`src/design/biquad_cascade_lowpass_q15_core_macros.svh`:
```
// ----------------------------------------------------------------------------
// biquad cascade assertion macros
// shared property wrappers, clocked on clock and disabled in reset
// ----------------------------------------------------------------------------
`ifndef BIQUAD_CASCADE_LOWPASS_Q15_CORE_MACROS_SVH
`define BIQUAD_CASCADE_LOWPASS_Q15_CORE_MACROS_SVH

// plain property check
`define BCL_ASSERT(lbl, prop, msg) \
   lbl: assert property (@(posedge clock) disable iff (reset) (prop)) else $error(msg);

// implication checked in the same cycle
`define BCL_ASSERT_IMP(lbl, ante, cons, msg) \
   lbl: assert property (@(posedge clock) disable iff (reset) (ante) |-> (cons)) \
      else $error(msg);

// implication checked in the next cycle
`define BCL_ASSERT_NEXT(lbl, ante, cons, msg) \
   lbl: assert property (@(posedge clock) disable iff (reset) (ante) |=> (cons)) \
      else $error(msg);

`endif

```
`src/design/bcl_pkg.sv`:
```
// ----------------------------------------------------------------------------
// bcl_pkg
// shared constants and types of the cascaded low-pass biquad core
// ----------------------------------------------------------------------------
`timescale 1ns / 1ps

package bcl_pkg;

   // number of cascaded sections
   localparam int SECTIONS = 4;
   // number of coefficient registers
   localparam int NUM_REGS = 4;

   localparam int SAMPLE_W  = 16;
   localparam int REG_W     = 48;
   localparam int REG_IDX_W = 2;
   localparam int SEC_W     = (SECTIONS > 1) ? $clog2(SECTIONS) : 1;

   // delay entry: w2 in the upper half, w1 in the lower half
   localparam int DELAY_W   = 2 * SAMPLE_W;
   // sum w0 + 2*w1 + w2 and the full product with the gain
   localparam int SUM_W     = SAMPLE_W + 3;
   localparam int PROD_W    = SAMPLE_W + SUM_W;

   typedef logic signed [SAMPLE_W-1:0]        sample_type;
   typedef logic [REG_W-1:0]                  coef_type;
   typedef logic [NUM_REGS-1:0][REG_W-1:0]    coef_array_type;
   typedef logic [SEC_W-1:0]                  sec_type;

endpackage

```
`src/design/bcl_req_if.sv`:
```
// ----------------------------------------------------------------------------
// bcl_req_if
// input sample channel: valid, ready and one sample per beat
// ----------------------------------------------------------------------------
`timescale 1ns / 1ps

interface bcl_req_if import bcl_pkg::*; ();
   logic       valid;
   logic       ready;
   sample_type sample_in;

   modport source (output valid, output sample_in, input ready);
   modport sink   (input valid, input sample_in, output ready);
endinterface

```
`src/design/bcl_rsp_if.sv`:
```
// ----------------------------------------------------------------------------
// bcl_rsp_if
// filtered sample channel: valid, ready and one sample per beat
// ----------------------------------------------------------------------------
`timescale 1ns / 1ps

interface bcl_rsp_if import bcl_pkg::*; ();
   logic       valid;
   logic       ready;
   sample_type sample_out;

   modport source (output valid, output sample_out, input ready);
   modport sink   (input valid, input sample_out, output ready);
endinterface

```
`src/design/bcl_ram.sv`:
```
// ----------------------------------------------------------------------------
// bcl_ram
// simple dual-port ram, one write and one registered read per cycle
// ----------------------------------------------------------------------------
`timescale 1ns / 1ps

module bcl_ram #(
   parameter int DEPTH = 4,
   parameter int WIDTH = 32
) (
   input  logic                                         clock,
   input  logic                                         wr_en,
   input  logic [((DEPTH > 1) ? $clog2(DEPTH) : 1)-1:0] wr_addr,
   input  logic [WIDTH-1:0]                             wr_data,
   input  logic [((DEPTH > 1) ? $clog2(DEPTH) : 1)-1:0] rd_addr,
   output logic [WIDTH-1:0]                             rd_data
);

   logic [WIDTH-1:0] mem_ff [DEPTH];
   logic [WIDTH-1:0] rd_data_ff;

   // write port
   always_ff @(posedge clock) begin
      if (wr_en) begin
         mem_ff[wr_addr] <= wr_data;
      end
   end

   // read port, registered
   always_ff @(posedge clock) begin
      rd_data_ff <= mem_ff[rd_addr];
   end

   assign rd_data = rd_data_ff;

endmodule

```
`src/design/bcl_csr.sv`:
```
// ----------------------------------------------------------------------------
// bcl_csr
// coefficient register file, one packed gain/d1/d2 word per section
// ----------------------------------------------------------------------------
`timescale 1ns / 1ps

module bcl_csr import bcl_pkg::*; (
   input  logic                 clock,
   input  logic                 reset,
   input  logic                 csr_wr_en,
   input  logic [REG_IDX_W-1:0] csr_index,
   input  logic [REG_W-1:0]     csr_wdata,
   output coef_array_type       coefs
);

   coef_array_type coef_ff;

   // register writes, out-of-range indexes ignored
   always_ff @(posedge clock) begin
      if (reset) begin
         coef_ff <= '0;
      end else if (csr_wr_en && (32'(csr_index) < NUM_REGS)) begin
         coef_ff[csr_index] <= csr_wdata;
      end
   end

   assign coefs = coef_ff;

endmodule

```
`src/design/bcl_engine.sv`:
```
// ----------------------------------------------------------------------------
// bcl_engine
// section sequencer: reads delays, runs a shared multiplier, writes back
// ----------------------------------------------------------------------------
`timescale 1ns / 1ps
`include "biquad_cascade_lowpass_q15_core_macros.svh"

module bcl_engine import bcl_pkg::*; (
   input  logic           clock,
   input  logic           reset,
   bcl_req_if.sink        req_chan,
   bcl_rsp_if.source      rsp_chan,
   input  coef_array_type coefs
);

   typedef enum logic [6:0] {
      ST_IDLE = 7'b0000001,
      ST_MUL1 = 7'b0000010,
      ST_MUL2 = 7'b0000100,
      ST_SUM  = 7'b0001000,
      ST_MUL3 = 7'b0010000,
      ST_XFER = 7'b0100000,
      ST_OUT  = 7'b1000000
   } state_type;

   state_type                 state_ff, state_in;
   sec_type                   sec_ff, sec_in;
   sample_type                x_ff, x_in;
   logic signed [SAMPLE_W-1:0] w1_ff, w1_in, w2_ff, w2_in;
   logic [SAMPLE_W-1:0]       acc_ff, acc_in;
   logic signed [SUM_W-1:0]   sum_ff, sum_in;
   logic signed [PROD_W-1:0]  prod_ff, prod_in;
   logic [SECTIONS-1:0]       vld_ff, vld_in;
   logic                      rd_vld_ff;
   logic                      rsp_valid_ff, rsp_valid_in;
   sample_type                rsp_data_ff, rsp_data_in;

   logic signed [SAMPLE_W-1:0] mul_a;
   logic signed [SUM_W-1:0]    mul_b;
   coef_type                   coef_sel;
   logic signed [SAMPLE_W-1:0] c_gain, c_d1, c_d2;
   logic [SAMPLE_W-1:0]        w0;
   logic [DELAY_W-1:0]         rd_data;
   logic                       ram_we;
   logic                       last_sec;
   logic                       accept;
   logic                       rsp_load;

   // delay store, entry = {w2, w1}
   bcl_ram #(
      .DEPTH (SECTIONS),
      .WIDTH (DELAY_W)
   ) u_delay_ram (
      .clock   (clock),
      .wr_en   (ram_we),
      .wr_addr (sec_ff),
      .wr_data ({w1_ff, w0}),
      .rd_addr (sec_in),
      .rd_data (rd_data)
   );

   // coefficients of the current section, zero beyond the register file
   always_comb begin
      coef_sel = '0;
      for (int r = 0; r < NUM_REGS; r++) begin
         if (32'(sec_ff) == r) begin
            coef_sel = coefs[r];
         end
      end
   end

   assign c_gain = coef_sel[SAMPLE_W-1:0];
   assign c_d1   = coef_sel[2*SAMPLE_W-1:SAMPLE_W];
   assign c_d2   = coef_sel[3*SAMPLE_W-1:2*SAMPLE_W];

   assign last_sec = (32'(sec_ff) == SECTIONS - 1);
   assign accept   = req_chan.valid && req_chan.ready;
   assign req_chan.ready = (state_ff == ST_IDLE);

   // new w0: bits 30:15 of the d2 product added to the running sum
   assign w0     = acc_ff + prod_ff[SAMPLE_W+14:15];
   assign ram_we = (state_ff == ST_SUM);

   // shared multiplier operand select
   always_comb begin
      mul_a = c_gain;
      mul_b = sum_ff;
      case (state_ff)
         ST_MUL1: begin
            mul_a = c_d1;
            mul_b = SUM_W'(w1_in);
         end
         ST_MUL2: begin
            mul_a = c_d2;
            mul_b = SUM_W'(w2_ff);
         end
         default: begin
            mul_a = c_gain;
            mul_b = sum_ff;
         end
      endcase
   end

   assign prod_in = mul_a * mul_b;

   assign rsp_load = (state_ff == ST_OUT) && (!rsp_valid_ff || rsp_chan.ready);

   // sequencer
   always_comb begin
      state_in     = state_ff;
      sec_in       = sec_ff;
      x_in         = x_ff;
      w1_in        = w1_ff;
      w2_in        = w2_ff;
      acc_in       = acc_ff;
      sum_in       = sum_ff;
      vld_in       = vld_ff;
      rsp_data_in  = rsp_data_ff;
      rsp_valid_in = rsp_valid_ff && !rsp_chan.ready;
      unique case (state_ff)
         ST_IDLE: begin
            sec_in = '0;
            if (accept) begin
               x_in     = req_chan.sample_in;
               state_in = ST_MUL1;
            end
         end
         ST_MUL1: begin
            // delays arrive from the ram, never-written entries read as zero
            w1_in    = rd_vld_ff ? rd_data[SAMPLE_W-1:0] : '0;
            w2_in    = rd_vld_ff ? rd_data[DELAY_W-1:SAMPLE_W] : '0;
            state_in = ST_MUL2;
         end
         ST_MUL2: begin
            acc_in   = prod_ff[SAMPLE_W+13:14] + SAMPLE_W'(x_ff >>> 3);
            state_in = ST_SUM;
         end
         ST_SUM: begin
            sum_in   = SUM_W'($signed(w0)) + (SUM_W'(w1_ff) <<< 1) + SUM_W'(w2_ff);
            vld_in[sec_ff] = 1'b1;
            state_in = ST_MUL3;
         end
         ST_MUL3: begin
            state_in = ST_XFER;
         end
         ST_XFER: begin
            // take bits 26:12 of the gain product, shifted up one place
            x_in = {prod_ff[SAMPLE_W+10:12], 1'b0};
            if (last_sec) begin
               state_in = ST_OUT;
            end else begin
               sec_in   = sec_ff + SEC_W'(1);
               state_in = ST_MUL1;
            end
         end
         ST_OUT: begin
            if (rsp_load) begin
               rsp_valid_in = 1'b1;
               rsp_data_in  = x_ff;
               state_in     = ST_IDLE;
            end
         end
         default: begin
            state_in = ST_IDLE;
         end
      endcase
   end

   // control registers
   always_ff @(posedge clock) begin
      if (reset) begin
         state_ff     <= ST_IDLE;
         sec_ff       <= '0;
         vld_ff       <= '0;
         rd_vld_ff    <= 1'b0;
         rsp_valid_ff <= 1'b0;
      end else begin
         state_ff     <= state_in;
         sec_ff       <= sec_in;
         vld_ff       <= vld_in;
         rd_vld_ff    <= vld_ff[sec_in];
         rsp_valid_ff <= rsp_valid_in;
      end
   end

   // datapath registers
   always_ff @(posedge clock) begin
      x_ff        <= x_in;
      w1_ff       <= w1_in;
      w2_ff       <= w2_in;
      acc_ff      <= acc_in;
      sum_ff      <= sum_in;
      prod_ff     <= prod_in;
      rsp_data_ff <= rsp_data_in;
   end

   assign rsp_chan.valid      = rsp_valid_ff;
   assign rsp_chan.sample_out = rsp_data_ff;

   // section counter stays inside the cascade
   `BCL_ASSERT(a_sec_range, 32'(sec_ff) < SECTIONS, "section index out of range")
   // a result only appears from the output state
   `BCL_ASSERT_IMP(a_rsp_source, $rose(rsp_valid_ff), $past(state_ff == ST_OUT),
                   "result raised outside output state")
   // the last section hands over to the output state
   `BCL_ASSERT_NEXT(a_last_out, (state_ff == ST_XFER) && last_sec, state_ff == ST_OUT,
                    "last section did not finish the sample")
   // leaving the output state always leaves a result waiting
   `BCL_ASSERT_NEXT(a_out_loaded, (state_ff == ST_OUT) && (state_in == ST_IDLE),
                    rsp_valid_ff, "output state left without a result")

endmodule

```
`src/design/biquad_cascade_lowpass_q15_core.sv`:
```
// ----------------------------------------------------------------------------
// biquad_cascade_lowpass_q15_core
// cascaded direct-form-ii low-pass biquads on signed q1.15 samples
// ----------------------------------------------------------------------------
// usage
//   req_chan carries one q1.15 sample per beat; rsp_chan returns one filtered
//   sample per accepted beat, in order.
//   csr_wr_en/csr_index/csr_wdata write the packed gain, d1, d2 word of a
//   section (gain in bits 15:0, d1 in 31:16, d2 in 47:32); write only while
//   the core is idle.
//   each section steps through MUL1, MUL2, SUM, MUL3 and XFER on the one
//   shared 16x19 multiplier (d1*w1, d2*w2, gain*sum) with its delays read
//   from and written back to a small ram; a sample is taken only while the
//   core is idle, and the next sample is taken in the cycle after the
//   result is handed to the output register.
//   a finished result waits in the output register, so a new sample is
//   accepted while rsp_chan is stalled; a second result waits in the core
//   until the register frees.
//   reset clears the coefficients to zero and marks every delay entry as
//   zero; no clearing pass is needed.
// ----------------------------------------------------------------------------
`timescale 1ns / 1ps

module biquad_cascade_lowpass_q15_core import bcl_pkg::*; (
   input  logic                 clock,
   input  logic                 reset,
   bcl_req_if.sink              req_chan,
   bcl_rsp_if.source            rsp_chan,
   input  logic                 csr_wr_en,
   input  logic [REG_IDX_W-1:0] csr_index,
   input  logic [REG_W-1:0]     csr_wdata
);

   coef_array_type coefs;

   // coefficient registers
   bcl_csr u_csr (
      .clock     (clock),
      .reset     (reset),
      .csr_wr_en (csr_wr_en),
      .csr_index (csr_index),
      .csr_wdata (csr_wdata),
      .coefs     (coefs)
   );

   // section sequencer and delay store
   bcl_engine u_engine (
      .clock    (clock),
      .reset    (reset),
      .req_chan (req_chan),
      .rsp_chan (rsp_chan),
      .coefs    (coefs)
   );

endmodule
```
`src/flat_wrapper.sv`:
```
// flat-port wrapper written by rule: the top's interface ports become plain ports
module biquad_cascade_lowpass_q15_core_flat import bcl_pkg::*;
  (clock, reset, csr_wr_en, csr_index, csr_wdata, req_chan_valid, req_chan_sample_in, req_chan_ready, rsp_chan_valid, rsp_chan_sample_out, rsp_chan_ready);
  bcl_req_if req_chan_i ();
  bcl_rsp_if rsp_chan_i ();
  input  logic clock;
  input  logic reset;
  input  logic csr_wr_en;
  input  logic [REG_IDX_W-1:0] csr_index;
  input  logic [REG_W-1:0] csr_wdata;
  input wire logic [$bits(req_chan_i.valid)-1:0] req_chan_valid;
  input wire logic [$bits(req_chan_i.sample_in)-1:0] req_chan_sample_in;
  output wire logic [$bits(req_chan_i.ready)-1:0] req_chan_ready;
  output wire logic [$bits(rsp_chan_i.valid)-1:0] rsp_chan_valid;
  output wire logic [$bits(rsp_chan_i.sample_out)-1:0] rsp_chan_sample_out;
  input wire logic [$bits(rsp_chan_i.ready)-1:0] rsp_chan_ready;
  assign req_chan_i.valid = req_chan_valid;
  assign req_chan_i.sample_in = req_chan_sample_in;
  assign req_chan_ready = req_chan_i.ready;
  assign rsp_chan_valid = rsp_chan_i.valid;
  assign rsp_chan_sample_out = rsp_chan_i.sample_out;
  assign rsp_chan_i.ready = rsp_chan_ready;
  biquad_cascade_lowpass_q15_core u_core (.clock(clock), .reset(reset), .req_chan(req_chan_i), .rsp_chan(rsp_chan_i), .csr_wr_en(csr_wr_en), .csr_index(csr_index), .csr_wdata(csr_wdata));
endmodule
```
`config.mk`:
```
export PLATFORM = sky130hd
export DESIGN_NAME = biquad_cascade_lowpass_q15_core_flat
export DESIGN_NICKNAME = d
export VERILOG_FILES = /design/src/design/bcl_pkg.sv /design/src/design/bcl_req_if.sv /design/src/design/bcl_rsp_if.sv /design/src/design/bcl_ram.sv /design/src/design/bcl_csr.sv /design/src/design/bcl_engine.sv /design/src/design/biquad_cascade_lowpass_q15_core.sv /design/src/flat_wrapper.sv
export VERILOG_INCLUDE_DIRS = /design/src /design/src/design
export SDC_FILE = /design/constraint.sdc
export NUM_CORES = 2
export LEC_CHECK = 0
export BUFFER_PORTS_ARGS = -buffer_cell sky130_fd_sc_hd__buf_4
export CORE_AREA = 2 2 355 357
export DETAILED_ROUTE_END_ITERATION = 12
export DIE_AREA = 0 0 357 359
export GPL_TIMING_DRIVEN = 0
export PLACE_DENSITY = 0.41
export SYNTH_ARGS = -nofsm -noshare
export SYNTH_HDL_FRONTEND = slang
export SYNTH_SLANG_ARGS = --single-unit
```
`constraint.sdc`:
```
create_clock -name clock -period 11.8 [get_ports clock]
set_input_delay 0.59 -clock clock [delete_from_list [all_inputs] [get_ports clock]]
set_output_delay 0.59 -clock clock [all_outputs]
set_load 0.005 [all_outputs]
```
# Word level (Yosys, flattened, before mapping)

Memory sizes are Yosys's and may differ from the RTL's. A register that Yosys moved wholly into a read port is not among the register bits.
Index checks and enable logic that the tools add are counted.

Memories: 1
Memory bits (writable): 128
Input port bits: 71
Register bits after elaboration: 337
Word-level logic and storage cells: 81

Memories:

| name                               | words | width | rd ports | clocked after Yosys merged registers in | wr ports | RTL line      | source |
|---|---|---|---|---|---|---|---|
| u_core.u_engine.u_delay_ram.mem_ff | 4     | 32    | 1        | 1                                       | 1        | bcl_ram.sv:19 | `logic [WIDTH-1:0] mem_ff [DEPTH];` |

Bitwise logic cells: 1
$add $sub $neg: 5
Multiply operators: 1
Equality and inequality tests: 12
Mux-type cells: 27
$lt $le $gt $ge: 5
Reductions and logical operators: 13

Operators with widths:

| kind               | count |
|---|---|
| $mux 48            | 5 |
| $bwmux 192         | 1 |
| $demux 48 s2       | 1 |
| $pmux 16 s2        | 2 |
| $pmux 7 s7         | 1 |
| $mux 16            | 3 |
| $pmux 19 s2        | 1 |
| $add 16x16->16     | 2 |
| $mul 16x19->31     | 1 |
| $mux 7             | 3 |
| $add 18x16->19     | 1 |
| $add 16x17->18     | 1 |
| $lt 2x3->1 const B | 3 |
| $eq 7x1->1 const B | 1 |
| $eq 7x2->1 const B | 1 |
| $eq 7x3->1 const B | 1 |
| $eq 7x4->1 const B | 1 |
| $eq 7x5->1 const B | 1 |
| $eq 7x6->1 const B | 1 |
| $eq 7x7->1 const B | 1 |
| $mux 1             | 6 |
| $reduce_and 2->1   | 3 |
| $logic_and 1x1->1  | 5 |
| $eq 2x2->1 const B | 2 |
| other kinds (14)   | 16 |

# Logic depth before layout (Yosys ltp)

Depth after elaboration: 7
Gate-level depth with buffers: 39

# By module

A second synthesis with hierarchy kept.

Cell total of the unflattened synthesis: 3002
Area total of the unflattened synthesis: 31864.3 um^2

By module, submodules not included:

| module     | instances | area each (um^2) | sequential area each (um^2) | cells an instance |
|---|---|---|---|---|
| bcl_engine | 1         | 18983.2          | 3493.4                      | 2123 |
| bcl_csr    | 1         | 7551.0           | 3843.7                      | 676 |
| bcl_ram    | 1         | 5330.1           | 4484.3                      | 203 |

# Worst setup path before layout

Ideal clock, no wire load.

Path kind: reg-to-reg
From: register u_core.u_engine.sec_ff[1]
To: register u_core.u_engine.prod_ff[30]
Arrival time: 8053 ps
Data required time: 11678 ps
Cell stages (with the launch flop): 33
Setup slack: 3625 ps
Setup time: 122 ps
Clock period less this slack: 8175 ps
Path through: dfxtp_1 -> clkbuf_2 -> buf_4 -> buf_2 -> buf_2 -> buf_2 -> clkbuf_1 -> mux4_2 -> a221oi_1 -> buf_4 -> nor2_1 -> fa_1 -> inv_1 -> fa_1 -> fa_1 -> inv_1 -> fa_1 -> fa_1 -> inv_1 -> fa_1 -> inv_1 -> ha_1 -> a21oi_1 -> nor2b_1 -> o21ai_0 -> nor3b_1 -> nand2_1 -> inv_1 -> a21oi_1 -> nor2b_1 -> a31oi_1 -> or4_1 -> o311a_1

Word-level cells in the longest chain between the ends: 7
Elaborated cells on any way between the ends: 10

Ends and longest elaborated chain:

| element                               | RTL line          | source |
|---|---|---|
| start: declaration                    | bcl_engine.sv:27  | `sec_type sec_ff, sec_in;` |
| start signal: assignment              | bcl_engine.sv:179 | `sec_ff <= sec_in;` |
| $logic_not 2->1                       | bcl_engine.sv:66  | `if (32'(sec_ff) == r) begin` |
| $mux 48 (3 in series)                 | bcl_engine.sv:66  |  |
| $mux 48 (*)                           | bcl_engine.sv:66  |  |
| $pmux 16 s2 (*)                       | bcl_engine.sv:88  | `case (state_ff)` |
| $mul 16x19->31 (*)                    | bcl_engine.sv:104 | `assign prod_in = mul_a * mul_b;` |
| named net u_core.u_engine.prod_in[30] | bcl_engine.sv:32  | `logic signed [PROD_W-1:0] prod_ff, prod_in;` |
| end signal: assignment                | bcl_engine.sv:193 | `prod_ff <= prod_in;` |
| end: declaration                      | bcl_engine.sv:32  |  |

Mark *: on every way through the listed nets, which the timed path passes. The rest lies on a longest branch.
A chain may end at the register's enable or synchronous reset.

# Worst setup path after layout

Ends and elaborated chain as after synthesis.

==> metrics.md <==
| Metric | Value |
|---|---|
| Final critical-path required period | roughly 11 ns |
| Antenna violations before repair | 2 |
| Number of placement rows | 130 |
| Worst-Margin Slew | about 1.4 ns |
| Wire per inst | 21.7 um |
| Routed WL | 111,000 um |
| # resized after CTS | 2 |
| Synth cell types | 83 |
| DRT antenna net count | 0 |
| Most used cell along the critical path | fa_1 |
| Share of synthesized area spent on multiplexers | 0.0208 |
| Clock Skew | 0.0545 ns |
| Worst setup EP type | flop |
| Synth Area in XOR/XNOR | 0.0231 |
| Status | finished, final reports clean |
| Area delta synth->final | 15.2% |
| Compound-cell area share of the yosys netlist | 0.106 |
| Clock Latency Late Sink | approximately 0.63 ns |
| Slew Limit Fails | 0 |
| Initial Util | 0.248 |
| Ys Warns | 0 |
| Slowest stage cell, crit path | buf_1 |
| Main combinational cell family by area after synthesis | adder cells |
| Post-DP HPWL | between 80,000 and 90,000 um |
| Initial DRT Pass Iterations | 5 |
| DIE AREA | 128,000 um^2 |
| # setup viols final | 0 |
| Crit path largest cell delay | 0.90 ns |
| Final worst path period share | 0.949 |
| Syn Nets | 3,755 |
| Vias in the first global route | 23,600 |
| Adder-cell area share of the yosys netlist | 0.239 |
| Seq/Total Area, Yosys | 0.383 |
| Fraction of registers with async set/reset | 0 |
| Final Hold Violating Endpoints | 0 |
| Simple-gate portion of the synthesized area | 0.154 |
| Vias | 23,100 |
| RSZ-0062 raised after global routing | no |
| DIE HEIGHT | 359 um |
| Gpl congestion | between 0.8 and 0.9 |
| Gate Count Post-Synth | 3,267 |
| DRC viols | 0 |
| Crit path DAT | roughly 12 ns |
| # IOs | 89 |
| Clock Sinks | 485 |
| CTS tree | done |
| Max-Cap Viols | 0 |
| CP Launch Type | flop |
| Number of buffers created by CTS | slightly above 50 |
| Core Footprint | 125,000 um^2 |
| WP data required | around 12 ns |
| PD cells | 208 nW/um^2 |
| Syn Std Cell Area | 30,900 um^2 |
| Core Util, Final | 0.286 |
| Post-synth EDFFs | approximately 210 |
| Grt total ovfl | 0 |
| GRT Total Usage | 0.173 |
| Die Width | about 360 um |
| Largest net degree at the start of global routing | 30 |
| Critical path type | reg2reg |
| Drt via density | 4.53 |
| Share of layout cells above drive strength 1 | 0.0812 |
| Peak VDD IR | 0.114 mV |
| Setup bufs post-CTS | 0 |
| Relative slew slack | 0.0768 |
| FF+latch count, synth | between 400 and 500 |
| Hold slack | 0.221 ns |
| Clock Tree Buf Depth | 3 |
| I/O Buffers | a little under 90 |
| H-tree Lvls | 2 |
| First-pass GRT wire length | ~160,000 um |
| Hold WC Path Type | in2reg |
| Post-Syn Area per Cell | 9.46 um^2 |
| NumNets Final | 3,907 |
| CTS clk-pin slew, worst paths | 0.07 ns |
| Pleak | 14.1 nW |
| Hold bufs inserted after CTS | 0 |
| Drt initial violations | roughly 1,600 |
| Worst Path Max Fanout | 10 |
| Main synth FF type | dfxtp_1 |
| Max Freq | 89.3 MHz |
| CTS root buf | clkbuf_16 |
==> sequential cells by signal, indices dropped and copies added, names as in the netlist, 2 cells and up <==
| name | flops |
|---|---|
| u_core.u_engine.sum_ff | 19 |
| u_core.u_engine.w1_ff | 16 |
| u_core.u_engine.sec_ff | 2 |
| u_core.u_engine.x_ff | 16 |
| u_core.u_engine.acc_ff | 16 |
| u_core.u_csr.coefs | 192 |
| u_core.u_engine.w2_ff | 16 |
| u_core.u_engine.state_ff | 7 |
| u_core.u_engine.rsp_chan.sample_out | 16 |
| u_core.u_engine.u_delay_ram.mem_ff | 128 |
| u_core.u_engine.vld_ff | 4 |
| u_core.u_engine.prod_ff | 19 |
| u_core.u_engine.u_delay_ram.rd_data | 32 |
==> cell families (layout without fill, tap and decap cells) <==
| group | count (synthesis) | in the layout |
|---|---|---|
| mux | 45 | 45 |
| compound gates | 532 | 532 |
| simple gates | 1122 | 1122 |
| other cells | 0 | 1 |
| xor+xnor | 79 | 79 |
| fa+ha+maj | 417 | 417 |
| buf+inv | 587 | 780 |
| flops | 485 | 485 |
==> cells in the mapped netlist (4+ instances only) <==
cell       instances  area, um^2
mux4_2            15         338
nor3_1            15        75.1
buf_2             13        65.1
a21oi_1          260        1300
o21ai_0           60         300
nor2_1           242         908
nor4_1             5        31.3
buf_1             11        41.3
xor2_1            19         166
o211ai_1           4        30.0
a221oi_1          16         140
buf_4              9        67.6
a21boi_0           5        37.5
dfxtp_1          274        5490
a21o_1            22         165
nand2b_1          34         213
nand2_1          670        2510
and3_1             4        25.0
edfxtp_1         211        6340
and2_0             4        25.0
inv_1            421        1580
mux2i_1           26         260
fa_1             289        5790
a311oi_1           5        43.8
and2_1            66         413
o21bai_1           5        37.5
mux2_2             4        45.0
clkbuf_1         128         480
nor3b_1            6        45.0
a22oi_1           19         143
a22o_1             7        61.3
o2bb2ai_1          8        70.1
a31oi_1           41         257
a211oi_1          36         270
nand3_1           15        75.1
xnor2_1           58         508
ha_1             128        1600
o21a_1             7        52.6
o22ai_1            7        43.8
nor2b_1           12        75.1
or2_2             17         106
nand4_1            7        43.8
==> worst paths after layout <==
check	startpoint	endpoint	slack, ns	cells past startpoint
setup / recovery	u_core.u_engine.sec_ff[1]	u_core.u_engine.prod_ff[30]	0.60	31
hold / removal	req_chan_sample_in[2]	u_core.u_engine.x_ff[2]	0.22	3
setup reg to reg	u_core.u_engine.sec_ff[1]	u_core.u_engine.prod_ff[30]	0.60	31
hold reg to reg	u_core.u_engine.x_ff[0]	u_core.u_engine.rsp_chan.sample_out[0]	0.42	0
==> layout by cell type (no fill, tap or decap), drive strengths merged, types with 128 or more instances in the layout <==
master | netlist | routed
inv | 422 | 426
buf | 35 | 135
dfxtp | 274 | 274
ha | 128 | 128
fa | 289 | 289
nand2 | 673 | 673
a21oi | 261 | 261
nor2 | 243 | 243
edfxtp | 211 | 211
clkbuf | 129 | 200
==> report_power, final <==
group | internal, mW | total, mW | switching [mW]
Sequential | 2.06 | 2.19 | 0.128
Combinational | 1.36 | 3.55 | 2.19
Clock | 0.951 | 1.67 | 0.723
Total | 4.37 | 7.41 | 3.04
==> critical path, delay by kind of cell (launching register included) <==
family | cells | cell delay (ns)
adder cells (fa/ha/maj) | 7 | 3.40
AO/OA/AOI/OAI | 8 | 2.77
AND/OR/NAND/NOR | 5 | 1.16
buffers and inverters | 10 | 3.13
flip-flops | 1 | 0.31
multiplexers | 1 | 0.29
==> routing by layer <==
layer / global-route usage / up-vias / share of wire
li1: - / 10900 / -
met4: 0.0465 / 2 / 0.027
met1: 0.242 / 11500 / 0.46
met2: 0.277 / 622 / 0.46
met3: 0.0250 / 135 / 0.052
met5: 0 / - / 0.000099
==> through the flow <==
stage	TNS [ns]	worst slack [ns]	power, mW	area [um^2]	cells
2_1_floorplan	0	3.63	4.63	30900	3267
3_3_place_gp	-2.00	-0.632	5.81	33600	5004
3_5_place_dp	-0.118	-0.118	5.79	33900	5017
4_1_cts	0	0.0160	7.52	35600	5111
5_1_grt	0	0.163	8.02	35600	5110
6_report	0	0.597	7.41	35600	5111
==> area by class of cell <==
| cell class | count | area (um^2) |
|---|---|---|
| fill | 13500 | 89000 |
| multi-input combinational | 2195 | 16900 |
| sequential | 485 | 11800 |
| tap | 1650 | 2060 |
| inverter | 423 | 1590 |
| clock buffer | 72 | 1490 |
| timing repair buffer | 100 | 853 |
| buffer | 163 | 681 |
| clock inverter | 22 | 223 |
| antenna | 1 | 2.50 |
Note: power is estimated with default switching activity, not from simulation.
